File: src/sv/rkw_pkg.sv
`timescale 1ns / 1ps

package rkw_pkg;

   // Field widths fixed by the interface
   localparam int OFFSET_W   = 7;
   localparam int WEIGHT_W   = 17;
   localparam int BW_W       = 6;
   localparam int B_W        = 7;   // bandwidth + 1
   localparam int CSR_IDX_W  = 1;
   localparam int CSR_DATA_W = 6;

   // Squared distance: full range, and the part that can lie inside any radius
   localparam int D2_W      = 14;
   localparam int D2_IN_W   = 12;
   localparam int INT_PAIRS = D2_IN_W / 2;

   // Divisor is at most B^4 = 2^24
   localparam int DEN_W = 25;
   localparam int B2_W  = 13;
   localparam int B3_W  = 19;

   // Register indexes
   localparam logic [CSR_IDX_W-1:0] REG_KERNEL_MODE = 1'd0;
   localparam logic [CSR_IDX_W-1:0] REG_BANDWIDTH   = 1'd1;

   typedef enum logic [1:0] {
      KM_UNIFORM = 2'd0,
      KM_EPAN    = 2'd1,
      KM_QUARTIC = 2'd2,
      KM_TRICUBE = 2'd3
   } kmode_type;

endpackage

File: src/sv/rkw_div.sv
`timescale 1ns / 1ps

// Restoring divider, one quotient bit per stage, most significant bit first.
// The quotient is known to fit FRAC_BITS+1 bits. The divisor is not carried along:
// the user must change it only while the pipeline is empty; the block does not enforce this.
module rkw_div #(
   parameter int FRAC_BITS = 16,
   parameter int SB_W      = 1
) (
   input  logic                                     clock,
   input  logic                                     reset,
   input  logic                                     en,
   input  logic                                     in_valid,
   input  logic [rkw_pkg::DEN_W+FRAC_BITS:0]        in_num,
   input  logic [rkw_pkg::DEN_W-1:0]                den,
   input  logic [SB_W-1:0]                          in_sb,
   output logic                                     out_valid,
   output logic [FRAC_BITS:0]                       out_q,
   output logic [SB_W-1:0]                          out_sb
);
   import rkw_pkg::*;

   localparam int QW = FRAC_BITS + 1;
   localparam int CW = DEN_W + QW;

   logic             vld_ff [QW];
   logic [CW-1:0]    rem_ff [QW];
   logic [QW-1:0]    q_ff   [QW];
   logic [SB_W-1:0]  sb_ff  [QW];

   for (genvar i = 0; i < QW; i++) begin : g_st
      localparam int BIT = QW - 1 - i;

      logic             vld_src;
      logic [CW-1:0]    rem_src;
      logic [QW-1:0]    q_src;
      logic [SB_W-1:0]  sb_src;
      logic [CW-1:0]    dsh;
      logic             take;
      logic [CW-1:0]    rem_in;
      logic [QW-1:0]    q_in;

      if (i == 0) begin : g_first
         assign vld_src = in_valid;
         assign rem_src = in_num;
         assign q_src   = '0;
         assign sb_src  = in_sb;
      end else begin : g_next
         assign vld_src = vld_ff[i-1];
         assign rem_src = rem_ff[i-1];
         assign q_src   = q_ff[i-1];
         assign sb_src  = sb_ff[i-1];
      end

      // Compare and subtract the divisor at this bit weight
      always_comb begin
         dsh       = CW'(den) << BIT;
         take      = (rem_src >= dsh);
         rem_in    = take ? (rem_src - dsh) : rem_src;
         q_in      = q_src;
         q_in[BIT] = take;
      end

      always_ff @(posedge clock) begin
         if (reset) begin
            vld_ff[i] <= 1'b0;
         end else if (en) begin
            vld_ff[i] <= vld_src;
         end
      end

      always_ff @(posedge clock) begin
         if (en) begin
            rem_ff[i] <= rem_in;
            q_ff[i]   <= q_in;
            sb_ff[i]  <= sb_src;
         end
      end
   end

   assign out_valid = vld_ff[QW-1];
   assign out_q     = q_ff[QW-1];
   assign out_sb    = sb_ff[QW-1];

endmodule

File: config.mk
export PLATFORM = sky130hd
export DESIGN_NAME = rkw_div
export DESIGN_NICKNAME = d
export VERILOG_FILES = /design/src/sv/rkw_pkg.sv /design/src/sv/rkw_div.sv
export SDC_FILE = /design/constraint.sdc
export NUM_CORES = 2
export LEC_CHECK = 0
export BUFFER_PORTS_ARGS = -buffer_cell sky130_fd_sc_hd__buf_2
export CAP_MARGIN = 20
export CORE_MARGIN = 4
export CORE_UTILIZATION = 60
export CTS_CLUSTER_DIAMETER = 80
export DETAILED_ROUTE_END_ITERATION = 7
export PLACE_DENSITY = 0.74
export SLEW_MARGIN = 40
export SYNTH_ARGS = -nofsm -noshare
export SYNTH_HDL_FRONTEND = slang
export SYNTH_SLANG_ARGS = --single-unit
export TNS_END_PERCENT = 50
File: constraint.sdc
create_clock -name clock -period 5.52 [get_ports clock]
set_input_delay 0.552 -clock clock [delete_from_list [all_inputs] [get_ports clock]]
set_output_delay 0.552 -clock clock [all_outputs]
set_load 0.05 [all_outputs]
# ---- Yosys cells after proc, flatten, opt, wreduce, memory -nomap -nowiden
# Memory sizes are Yosys's and may differ from the RTL's.
# Cells that the tools add are included.
dict set report word_totals {
  register_bits 0
  latch_bits 0
  ram_bits 1037
  mem_bits_ro 0
  in_bits 72
  out_inout_bits 19
  elab_cells 95
  mem_count 4
}
# memory depth word_bits rd rd_clocked_by_memory_dff write_ports line_no
set mem_list {}
lappend mem_list {rem_ff 17 42 16 0 17 rkw_div.sv:27} ;# logic [CW-1:0] rem_ff [QW];
lappend mem_list {q_ff 17 17 17 0 17 rkw_div.sv:28} ;# logic [QW-1:0] q_ff [QW];
lappend mem_list {sb_ff 17 1 17 0 17 rkw_div.sv:29} ;# logic [SB_W-1:0] sb_ff [QW];
lappend mem_list {vld_ff 17 1 17 0 17 rkw_div.sv:26} ;# logic vld_ff [QW];
dict set report classes {
  add_sub_neg 17
  multipliers 0
  n_div 0
  order_cmp 17
  n_eq_ne 0
  n_shift 0
  muxes 40
  n_bitwise 17
  reduce_logical 0
}
# cell count
set op_table {}
lappend op_table {{$mux W42} 17}
lappend op_table {{$ge A42 B25 Y1} 1}
lappend op_table {{$ge A42 B26 Y1} 1}
lappend op_table {{$ge A42 B27 Y1} 1}
lappend op_table {{$ge A42 B28 Y1} 1}
lappend op_table {{$ge A42 B29 Y1} 1}
lappend op_table {{$ge A42 B30 Y1} 1}
lappend op_table {{$ge A42 B31 Y1} 1}
lappend op_table {{$ge A42 B32 Y1} 1}
lappend op_table {{$ge A42 B33 Y1} 1}
lappend op_table {{$ge A42 B34 Y1} 1}
lappend op_table {{$ge A42 B35 Y1} 1}
lappend op_table {{$ge A42 B36 Y1} 1}
lappend op_table {{$ge A42 B37 Y1} 1}
lappend op_table {{$ge A42 B38 Y1} 1}
lappend op_table {{$ge A42 B39 Y1} 1}
lappend op_table {{$ge A42 B40 Y1} 1}
lappend op_table {{$ge A42 B41 Y1} 1}
lappend op_table {{$sub A42 B25 Y42} 1}
lappend op_table {{$sub A42 B26 Y42} 1}
lappend op_table {{$sub A42 B27 Y42} 1}
lappend op_table {{$sub A42 B28 Y42} 1}
lappend op_table {{$sub A42 B29 Y42} 1}
lappend op_table {{$sub A42 B30 Y42} 1}
lappend op_table {{other kinds (13)} 51}

# ---- Longest topological paths before layout
dict set report depth {
  word_depth 4
  mapped_depth 15
  mapped_depth_nobuf 15
}

# ---- Least setup slack after synthesis
# No wires, ideal clock.
dict set report synth_timing {
  kind {input to register}
  from {in den[1] in the netlist's numbering}
  to {mem rem_ff[0][332] in the netlist's numbering, data pin}
  setup_ns 0.258
  arrival_ns 3.862
  t_required_ns 5.262
  path_slack_ns 1.400
  path_stages 11
  path_buffers 0
  cell_sequence {inv_1 > ha_1 > nor2b_1 > o31ai_1 > a21oi_1 > o41ai_2 > o311a_1 > nor2_1 > nor4_1 > or3b_2 > xnor2_1}
}
# item line_no
set synth_lines {}
lappend synth_lines {{start: declaration} rkw_div.sv:15} ;# input logic [rkw_pkg::DEN_W-1:0] den,
lappend synth_lines {{end: declaration} rkw_div.sv:27}

==> metrics.txt <==
outcome complete, no violations; Synth Area in Compound Gates 17.1%; Cells after DPL roughly 6.4k; DR WL/cell 21.5 µm; yosys warns 0; layout cells sized above 1 under 10%; hold slack slightly above 0.06 ns; antenna-violating nets left 0; Clock Tree Root clkbuf_16; simple-gate share of the synthesized area roughly an eighth; total gr overflow 0; leakage between 20 and 25 nW; synthesized instance count roughly 5.2k; Slew Limit Fails 0; RD Place Congestion between 0.9 and 1; Iter 0 DRT Violations 3784; Max Fclk roughly 0.23 GHz; RSZ-0062 raised after global routing no; synthesized flop and latch total between 800 and 900; first-pass GRT wire length between 200 and 250 mm; skew final 0.0403 ns; Synth Cell Area approximately 55000 µm²; Area growth syn-to-layout 10.2%; Final period util between 70% and 80%; crit start category primary input; Max Cap Violations 0; Pwr Density 533 nW/µm²; Buffers on Ports 90; Via Count between 40k and 50k; CP max FO 7; register area share after synthesis 47.3%; final net count approximately 5.8k; clock sink count ~860; CTS resizes 0; number of global-route vias before repair about 39k; crit end category flip-flop; setup slack after layout ~1.1 ns; DPL Wire Length between 100 and 150 mm; setup violators final 0; post-synthesis area per instance 10.6 µm²; clock buffer depth 3; Clk Latency, worst-skew pair ~0.7 ns; Hold Crit Class primary input to flip-flop; Die Area about 96000 µm²; Initial Util between 60% and 70%; Yosys top cell area share a little under half; worst vdd ir ~0.27 mV; final non-filler cell total 6550; initial antenna violation count 4; leading area contributor after synthesis edfxtp_1; adder-cell share of the synthesized area about a tenth; final wirelength between 100 and 150 mm; dpl ws around 0.47 ns; XOR/XNOR share of the synthesized area approximately 7.5%; die width 310 µm; Final min period 4.38 ns; GRT Total Usage between 20% and 30%; count of cell types in the netlist 88; Net Count, Synth between 5k and 6k; I/O pins just over 90; top cells by area, synth edfxtp_1 47%, ha_1 9.7%, a21oi_1 5.0%; Clock transition at path regs approximately 0.06 ns; most numerous cell in the Yosys netlist edfxtp_1; num rows between 100 and 150; core box area 90100 µm²; largest net degree at the start of global routing approximately 150; final setup TNS 0 ns; largest family of logic cells by synthesized area compound AO/OA/AOI/OAI gates; Die H just over 300 µm; Async SR Flop Fraction 0%; Initial DRT Pass Iterations 6; CTS buffer count between 90 and 100; Worst slew margin roughly two fifths; mux contribution to synthesized area roughly 2.5%; DRC viols 0; CTS H-tree lvls 3; Top FF cell, synth edfxtp_1; most common library cells after synthesis 859 x edfxtp_1, 549 x a21oi_1, 444 x nor2_1; kind of critical path primary input to flip-flop; vias per inst 6.32; placed cell area between 50000 and 60000 µm²; CTS tree built; Data arrival, critical path between 4 and 5 ns; ANT cells 0; Worst-Margin Slew between 0.8 and 0.9 ns; Post-synth EDFFs approximately 860; CP Data Required Time ~6.0 ns; post-route cell area between 60000 and 70000 µm²; Hold Vio Cnt, Final 0
==> cells in the final DEF (no fill, tap or decap), types with 153 or more instances in the layout <==
| cell | count |
|---|---|
| a21oi_1 | 549 |
| xnor2_1 | 265 |
| inv_1 | 153 |
| ha_1 | 425 |
| edfxtp_1 | 859 |
| o21ai_0 | 294 |
| xor2_1 | 203 |
| nor2_1 | 443 |
| nand2_1 | 347 |
| a21o_1 | 159 |
==> repair_timing <==
action,in CTS,in global routing
hold buffers,4,0
hold endpoints to repair,4,0
setup endpoints to repair,0,0
buffers inserted,0,0
==> cell type report <==
cell class | instances | area [µm²]
clock buffer | 111 | 2440
fill | 6864 | 30000
sequential | 859 | 25800
multi-input combinational | 4005 | 27700
clock inverter | 63 | 810
tap | 1176 | 1470
inverter | 157 | 589
timing repair buffer | 179 | 1310
==> flip-flops by register name, summed over array words and instances, names as in the netlist <==
name    flops
rem_ff    672
q_ff      153
sb_ff      17
vld_ff     17
==> metal layers <==
layer	vias to the layer above	track usage, %	part of all wire [%]
li1	19864	-	-
met1	19689	37.7	41
met2	1495	49.4	48
met3	354	4.02	6.3
met4	2	11.4	4.4
met5	-	0	0.0092
==> logic make-up (layout without fill, tap and decap cells) <==
kind of cell	count (synthesis)	count (layout)
AO/OA/AOI/OAI	1501	1501
AND/OR/NAND/NOR	1472	1472
flip-flops	859	859
XOR/XNOR	468	468
adder cells (fa/ha/maj)	441	441
buffers and inverters	294	510
multiplexers	123	123
==> critical path, stage by stage <==
cell	delay, ns
buf_2	0.09
inv_1	0.61
buf_4	0.34
ha_1	0.28
nand2_1	0.22
nor4_1	0.46
nand3_1	0.24
nor4_1	0.68
nor3_1	0.22
o31ai_4	0.16
nor3b_1	0.60
nand4b_1	0.19
xnor2_1	0.15
==> path summary, 6_finish.rpt <==
check	startpoint	to	slack, ns	depth (start not counted)
hold / removal	in_num[9]	rem_ff[0][9]	0.06	1
setup / recovery	den[22]	rem_ff[0][503]	1.14	13
hold reg to reg	q_ff[15][9]	q_ff[16][9]	0.40	0
setup reg to reg	rem_ff[0][531]	rem_ff[0][582]	1.30	10
==> through the flow <==
step / total power (W) / util (%)
finish: 0.0321 / 66.7
global route: 0.0342 / 66.7
CTS: 0.0320 / 66.7
detailed placement: 0.0253 / 63.0
global placement: 0.0251 / 63.0
floorplan: 0.0217 / -
==> power by group <==
group | switching (W) | total, W | internal (W)
clock | 0.00277 | 0.00655 | 0.00378
combinational | 0.00810 | 0.0143 | 0.00616
sequential | 0.00135 | 0.0113 | 0.00991
total | 0.0122 | 0.0321 | 0.0199
Power figures use the tool's default switching activity.
