[config.mk]
export PLATFORM = sky130hd
export DESIGN_NAME = rkw_sqrt
export DESIGN_NICKNAME = d
export VERILOG_FILES = /design/src/sv/rkw_pkg.sv /design/src/sv/rkw_sqrt.sv
export SDC_FILE = /design/constraint.sdc
export NUM_CORES = 2
export LEC_CHECK = 0
export BUFFER_PORTS_ARGS = -buffer_cell sky130_fd_sc_hd__buf_2
export CORE_MARGIN = 2
export CORE_UTILIZATION = 59
export CTS_BUF_LIST = sky130_fd_sc_hd__clkbuf_8
export DETAILED_ROUTE_END_ITERATION = 10
export PLACE_DENSITY_LB_ADDON = 0.25
export SLEW_MARGIN = 20
export SYNTH_ARGS = -nofsm -noshare
export SYNTH_HDL_FRONTEND = slang
export SYNTH_SLANG_ARGS = --single-unit
[constraint.sdc]
create_clock -name clock -period 3.2 [get_ports clock]
set_input_delay 0.64 -clock clock [delete_from_list [all_inputs] [get_ports clock]]
set_output_delay 0.64 -clock clock [all_outputs]
set_load 0.1 [all_outputs]
[src/sv/rkw_pkg.sv]
`timescale 1ns / 1ps

package rkw_pkg;

   // Field widths fixed by the interface
   localparam int OFFSET_W   = 7;
   localparam int WEIGHT_W   = 17;
   localparam int BW_W       = 6;
   localparam int B_W        = 7;   // bandwidth + 1
   localparam int CSR_IDX_W  = 1;
   localparam int CSR_DATA_W = 6;

   // Squared distance: full range, and the part that can lie inside any radius
   localparam int D2_W      = 14;
   localparam int D2_IN_W   = 12;
   localparam int INT_PAIRS = D2_IN_W / 2;

   // Divisor is at most B^4 = 2^24
   localparam int DEN_W = 25;
   localparam int B2_W  = 13;
   localparam int B3_W  = 19;

   // Register indexes
   localparam logic [CSR_IDX_W-1:0] REG_KERNEL_MODE = 1'd0;
   localparam logic [CSR_IDX_W-1:0] REG_BANDWIDTH   = 1'd1;

   typedef enum logic [1:0] {
      KM_UNIFORM = 2'd0,
      KM_EPAN    = 2'd1,
      KM_QUARTIC = 2'd2,
      KM_TRICUBE = 2'd3
   } kmode_type;

endpackage

[src/sv/rkw_sqrt.sv]
`timescale 1ns / 1ps

// Fixed-point square root, one result bit per stage: floor(sqrt(v) * 2^FRAC_BITS)
module rkw_sqrt #(
   parameter int FRAC_BITS = 16,
   parameter int SB_W      = 1
) (
   input  logic                                     clock,
   input  logic                                     reset,
   input  logic                                     en,
   input  logic                                     in_valid,
   input  logic [rkw_pkg::D2_IN_W-1:0]              in_v,
   input  logic [SB_W-1:0]                          in_sb,
   output logic                                     out_valid,
   output logic [rkw_pkg::D2_IN_W-1:0]              out_v,
   output logic [rkw_pkg::INT_PAIRS+FRAC_BITS-1:0]  out_root,
   output logic [SB_W-1:0]                          out_sb
);
   import rkw_pkg::*;

   localparam int P   = INT_PAIRS + FRAC_BITS;
   localparam int RW  = P;
   localparam int RMW = RW + 2;

   logic                vld_ff  [P];
   logic [D2_IN_W-1:0]  v_ff    [P];
   logic [RW-1:0]       root_ff [P];
   logic [RMW-1:0]      rem_ff  [P];
   logic [SB_W-1:0]     sb_ff   [P];

   for (genvar i = 0; i < P; i++) begin : g_st
      logic                vld_src;
      logic [D2_IN_W-1:0]  v_src;
      logic [RW-1:0]       root_src;
      logic [RMW-1:0]      rem_src;
      logic [SB_W-1:0]     sb_src;
      logic [1:0]          pair;
      logic [RW-1:0]       rs;
      logic [RMW+1:0]      rem_sh;
      logic [RMW+1:0]      trial;
      logic                take;
      logic [RW-1:0]       root_in;
      logic [RMW-1:0]      rem_in;

      if (i == 0) begin : g_first
         assign vld_src  = in_valid;
         assign v_src    = in_v;
         assign root_src = '0;
         assign rem_src  = '0;
         assign sb_src   = in_sb;
      end else begin : g_next
         assign vld_src  = vld_ff[i-1];
         assign v_src    = v_ff[i-1];
         assign root_src = root_ff[i-1];
         assign rem_src  = rem_ff[i-1];
         assign sb_src   = sb_ff[i-1];
      end

      // Integer digit pairs first, then zero pairs for the fraction bits
      if (i < INT_PAIRS) begin : g_int
         assign pair = v_src[2*(INT_PAIRS-1-i) +: 2];
      end else begin : g_frac
         assign pair = 2'b00;
      end

      // Try 4*root+1 against the shifted remainder
      always_comb begin
         rs      = {root_src[RW-2:0], 1'b0};
         rem_sh  = {rem_src, pair};
         trial   = (RMW+2)'({rs, 1'b1});
         take    = (rem_sh >= trial);
         root_in = take ? (rs | RW'(1)) : rs;
         rem_in  = take ? RMW'(rem_sh - trial) : RMW'(rem_sh);
      end

      always_ff @(posedge clock) begin
         if (reset) begin
            vld_ff[i] <= 1'b0;
         end else if (en) begin
            vld_ff[i] <= vld_src;
         end
      end

      always_ff @(posedge clock) begin
         if (en) begin
            v_ff[i]    <= v_src;
            root_ff[i] <= root_in;
            rem_ff[i]  <= rem_in;
            sb_ff[i]   <= sb_src;
         end
      end
   end

   assign out_valid = vld_ff[P-1];
   assign out_v     = v_ff[P-1];
   assign out_root  = root_ff[P-1];
   assign out_sb    = sb_ff[P-1];

endmodule

**Yosys cells after proc, flatten, opt, wreduce, memory -nomap -nowiden**

Memory sizes are Yosys's and may differ from the RTL's.
Cells that the tools add are included.

- Register bits after elaboration: 0
- Latch bits: 0
- Memory bits (writable): 1320
- Bits in read-only memories: 0
- Output and inout port bits: 36
- Logic and storage cells: 143
- Memories: 5

Memory list:

| name | depth | bits a word | rd ports | clocked after memory_dff | write ports | line | RTL |
|---|---|---|---|---|---|---|---|
| rem_ff | 22 | 24 | 21 | 0 | 22 | rkw_sqrt.sv:28 | `logic [RMW-1:0] rem_ff [P];` |
| root_ff | 22 | 22 | 22 | 0 | 22 | rkw_sqrt.sv:27 | `logic [RW-1:0] root_ff [P];` |
| v_ff | 22 | 12 | 22 | 0 | 22 | rkw_sqrt.sv:26 | `logic [D2_IN_W-1:0] v_ff [P];` |
| sb_ff | 22 | 1 | 22 | 0 | 22 | rkw_sqrt.sv:29 | `logic [SB_W-1:0] sb_ff [P];` |
| vld_ff | 22 | 1 | 22 | 0 | 22 | rkw_sqrt.sv:25 | `logic vld_ff [P];` |

- Add/sub/neg operators: 22
- $mul: 0
- Div/mod/pow operators: 0
- $lt $le $gt $ge: 22
- Eq/ne operators: 0
- Shift-type cells: 0
- Mux-type cells: 72
- Bitwise operators: 22
- Reduce and logical (&&, ||, !) cells: 0

Operator list:

| cell | count |
|---|---|
| $ge A26 B23 Y1 | 21 |
| $mux W24 | 22 |
| $sub A24 B23 Y24 | 21 |
| $mux W1 | 50 |
| $or A1 B1 Y1 | 22 |
| $sub A2 B1 Y3 const B | 1 |
| $ge A2 B1 Y1 const B | 1 |

**Depth between registers and ports, before layout**

- Depth after elaboration: 4
- Gate-level depth with buffers: 15
- Depth with buffers taken out: 13

**Worst setup path before layout**

No wires, ideal clock.

- Path kind: register to register
- Start point: mem rem_ff[1][121] (netlist bit)
- End point: mem rem_ff[1][148] (netlist bit), data pin
- Setup time: 0.271 ns
- Data arrival time: 2.681 ns
- Required time: 2.929 ns
- Slack: 0.247 ns
- Cell stages (with the launch flop): 14
- Path buffers: 2
- Cell sequence: edfxtp_1 -> inv_1 -> ha_1 -> inv_1 -> fa_1 -> nor2b_1 -> o211ai_1 -> a211o_1 -> a21boi_0 -> nor2_1 -> o21ai_0 -> buf_2 -> buf_1 -> a21oi_1

RTL lines:

| what | line |
|---|---|
| from (decl) | rkw_sqrt.sv:28 |

==> Implementation_results.wiki <==
{| class="wikitable"
! Metric !! Value
|-
| Pins Over Slew Limit || 0
|-
| Hold-critical path endpoint || vld_ff[0][0]
|-
| Clock Path Buffers || 3
|-
| Share of synthesized flip-flops with an asynchronous set or reset || 0%
|-
| Startpoint-to-endpoint class of the critical path || register to register
|-
| IO buf count || 52
|-
| Number of hold-slack violations in the final timing report || 0
|-
| Run status || finished, final reports clean
|-
| Yosys top cell area share || 63.54%
|-
| Relative area change from synthesis to final layout || 12.73%
|-
| Power density of the placed cells || 617.6 mW/mm2
|-
| Final-layout fill cell count || 5655
|-
| Gate Count Post-Synth || 3733
|-
| Tot GR Track Use || 20.42%
|-
| Final Instance Area || 0.05434 mm2
|-
| Ranking of synthesized cells by area || sky130_fd_sc_hd__edfxtp_1 64%, sky130_fd_sc_hd__ha_1 6.4%, sky130_fd_sc_hd__xor2_1 3.1%
|-
| Highest ir drop seen on vdd || 0.4902 mV
|-
| Category of cells accounting for the largest share of critical-path delay || compound AO/OA/AOI/OAI gates
|-
| Number of clock sinks || 1020
|-
| Clock root buffer || sky130_fd_sc_hd__clkbuf_8
|-
| Critical path's most frequent cell || sky130_fd_sc_hd__inv_1
|-
| Count of antenna-violating nets left after detailed routing || 0
|-
| Sequential area share after synthesis || 63.54%
|-
| Maximum level of the CTS H-tree || 4
|-
| Final-report setup violation count || 0
|-
| Static Leak || 20.61 nW
|-
| Sequence of cells on the critical path || inv_1 -> ha_1 -> inv_1 -> fa_1 -> nor2b_2 -> o31a_1 -> o21a_1 -> o2111ai_1 -> a211oi_2 -> buf_4 -> or3b_2 -> nor3_1 -> xor2_1
|-
| Clock tree from TritonCTS || built
|-
| Library cell with the largest summed area after synthesis || sky130_fd_sc_hd__edfxtp_1
|-
| Post-layout instance count excluding filler cells || 5207
|-
| Register-to-Register Path Depth || 13
|-
| Highest clock rate || 0.3216 GHz
|-
| Top FF cell, synth || sky130_fd_sc_hd__edfxtp_1
|-
| Clock period minus worst slack || 3110 ps
|-
| Worst-case register-to-register setup slack || 90 ps
|-
| Cell area reported after detailed placement || 0.05051 mm2
|-
| Post-Place Worst Slack || -192.2 ps
|-
| Max-slew headroom at the worst pin || 48.58%
|-
| CP startpoint kind || register
|-
| Number of maximum-capacitance constraint violations || 0
|-
| Clock transition at the registers of the reported paths || 60 ps
|-
| Total of flip-flops plus latches after synthesis || 1020
|-
| Height of the die || 289.8 um
|-
| Worst slew pin tran || 771.3 ps
|-
| Global-route wire length before repair || 139800 um
|-
| Dpl cells || 4883
|-
| Element type at the critical path end || register
|-
| Arrival time at the worst endpoint || 3650 ps
|-
| Final weighted congestion of routability-driven global placement || 0.8913
|-
| Worst R2R End || rem_ff[1][190]
|-
| Insertion delay of the later-clocked pin in the worst-skew pair || 820 ps
|-
| Iteration count of the initial detailed-routing pass || 5
|-
| Final worst setup slack || 90.44 ps
|-
| Synth Area per Inst || 12.91 um2
|-
| Post-detailed-route wirelength per cell || 16.45 um
|-
| Nets in the synthesized netlist || 4010
|-
| Start point of the worst hold path || in_valid
|-
| Reg-to-reg startpoint || rem_ff[1][145]
|-
| Placeable core region || 0.08068 mm2
|-
| Most used standard cell by instance count after synthesis || sky130_fd_sc_hd__edfxtp_1
|-
| Floorplan row count || 104
|-
| Number of buffer and inverter stages on the critical path || 3
|-
| Critical path required time || 3740 ps
|-
| Commonest cells in the synthesized netlist || 1020 x sky130_fd_sc_hd__edfxtp_1, 333 x sky130_fd_sc_hd__inv_1, 275 x sky130_fd_sc_hd__nand2_1
|-
| Max Fanout on Critical Path || 3
|-
| GRT Residual Overflow || 0
|-
| Via count of the first global-routing pass || 28.28k
|-
| CTS buffer count || 163
|-
| HPWL after detailed placement || 60090 um
|-
| Share of final-layout standard cells stronger than drive strength 1 || 13.63%
|-
| Total number of vias || 29.01k
|-
| Unique masters post-synth || 88
|-
| Hold Crit Depth || 2
|-
| Slowest stage cell on the critical path || sky130_fd_sc_hd__or3b_2
|-
| Antenna violations before repair || 1
|-
| Total Die Area || 0.08400 mm2
|-
| Number of design-rule violations left by the first detailed-router iteration || 1877
|-
| Type of the tightest min-delay check || primary input to register
|-
| Synthesized area || 0.04820 mm2
|-
| Max incr delay on CP || 460 ps
|-
| Maximum number of pins on one net before global-route repair || 149
|-
| Number of ports placed on the die boundary || 53
|-
| Remaining design rule violation count || 0
|-
| Final layout net count || 4296
|-
| Routed via count divided by cell count || 5.571
|-
| Final total negative setup slack || 0 ps
|-
| Post-Route WL || 85680 um
|-
| Die extent in x || 289.8 um
|-
| Synthesis Warnings || 0
|-
| Initial core utilization || 59.75%
|-
| Largest clock skew in the final design || 42.15 ps
|-
| EDFF count, synth || 1020
|-
| Final period utilization || 97.17%
|}
[layer usage]
metal  track usage (%)  wire length [um]  up-vias
li1                  -                 -    14316
met1             27.46             38270    13867
met2             33.86             41280      664
met3             3.715              4099      162
met4             6.733              2027        0
met5                 0                 0        -
[final cells by class]
type	count	area, um2	area share, %
Sequential cell	1020	30630	56.37
Clock buffer	164	2257	4.154
Timing Repair Buffer	184	1526	2.809
Antenna cell	1	2.502	0.004605
Tap cell	1060	1326	2.441
Inverter	333	1250	2.300
Multi-Input combinational cell	2317	16420	30.22
Clock inverter	128	927.1	1.706
[how the worst max path moves through the flow]
| stage | startpoint | end | slack, ps | cells after the start |
|---|---|---|---|---|
| after floorplan | rem_ff[1][121] | rem_ff[1][148] | 250 | 13 |
| after global placement | rem_ff[2][1] | rem_ff[2][44] | 20 | 13 |
| after detailed placement | rem_ff[1][1] | rem_ff[1][45] | -190 | 13 |
| after CTS | rem_ff[1][169] | rem_ff[2][3] | 6 | 14 |
| after global routing | rem_ff[0][169] | rem_ff[1][17] | -50 | 13 |
| final | rem_ff[1][145] | rem_ff[1][190] | 90 | 13 |
[cells in the final DEF (no fill, tap or decap), types with 58 or more instances in the layout]
cell type and n:
sky130_fd_sc_hd__nor3_1 87, sky130_fd_sc_hd__nand2_1 275, sky130_fd_sc_hd__nor2_1 225, sky130_fd_sc_hd__a21oi_1 173
sky130_fd_sc_hd__ha_1 242, sky130_fd_sc_hd__inv_1 359, sky130_fd_sc_hd__edfxtp_1 1020, sky130_fd_sc_hd__nand3_1 61
sky130_fd_sc_hd__clkbuf_8 164, sky130_fd_sc_hd__a21o_1 58, sky130_fd_sc_hd__o21ai_0 219, sky130_fd_sc_hd__buf_4 99
sky130_fd_sc_hd__xnor2_1 141, sky130_fd_sc_hd__xor2_1 172
[kinds of logic (layout without fill, tap and decap cells)]
group,after synthesis,after routing,synth area share [%]
compound gates,704,704,9.109
xor+xnor,313,313,5.687
fa+ha+maj,260,260,6.983
buf+inv,396,809,3.201
flops,1020,1020,63.54
mux,43,43,1.023
other cells,1,2,0.007780
simple gates,996,996,10.45
[stage by stage]
step / util (%) / total power [W] / hold slack (ps)
2_1_floorplan: - / 0.02111 / 400.3
3_3_place_gp: 62.60 / 0.02262 / 400.8
3_5_place_dp: 62.60 / 0.02278 / 404.5
4_1_cts: 66.74 / 0.03371 / 29.34
5_1_grt: 67.35 / 0.03527 / 57.40
6_report: 67.35 / 0.03356 / 113.6
[what timing repair did]
action / 4_1_cts / 5_1_grt
setup endpoints to repair: 18 / 218
gates resized for setup: 7 / 86
hold buffers: 13 / 0
hold endpoints to repair: 13 / 0
setup buffers: 0 / 18
pin swaps: 0 / 34
[worst register-to-register path, stage by stage (launching register included)]
cell	delay (ps)
sky130_fd_sc_hd__edfxtp_1	340
sky130_fd_sc_hd__inv_1	70
sky130_fd_sc_hd__ha_1	210
sky130_fd_sc_hd__inv_1	70
sky130_fd_sc_hd__fa_1	210
sky130_fd_sc_hd__nor2b_2	60
sky130_fd_sc_hd__o31a_1	270
sky130_fd_sc_hd__o21a_1	210
sky130_fd_sc_hd__o2111ai_1	280
sky130_fd_sc_hd__a211oi_2	130
sky130_fd_sc_hd__buf_4	150
sky130_fd_sc_hd__or3b_2	460
sky130_fd_sc_hd__nor3_1	270
sky130_fd_sc_hd__xor2_1	110
[power by group]
group	internal (W)	leakage, nW	switching (W)	total, W
clock network	0.00568	1.72	0.00511	0.0108
registers	0.0165	9.60	0.000877	0.0173
logic	0.00231	9.29	0.00311	0.00541
total	0.0245	20.6	0.00910	0.0336
[registers in the layout, summed over array words and instances, names as in the netlist]
signal / cells
sb_ff: 22
root_ff: 237
vld_ff: 22
rem_ff: 475
v_ff: 264
Power figures use the tool's default switching activity.
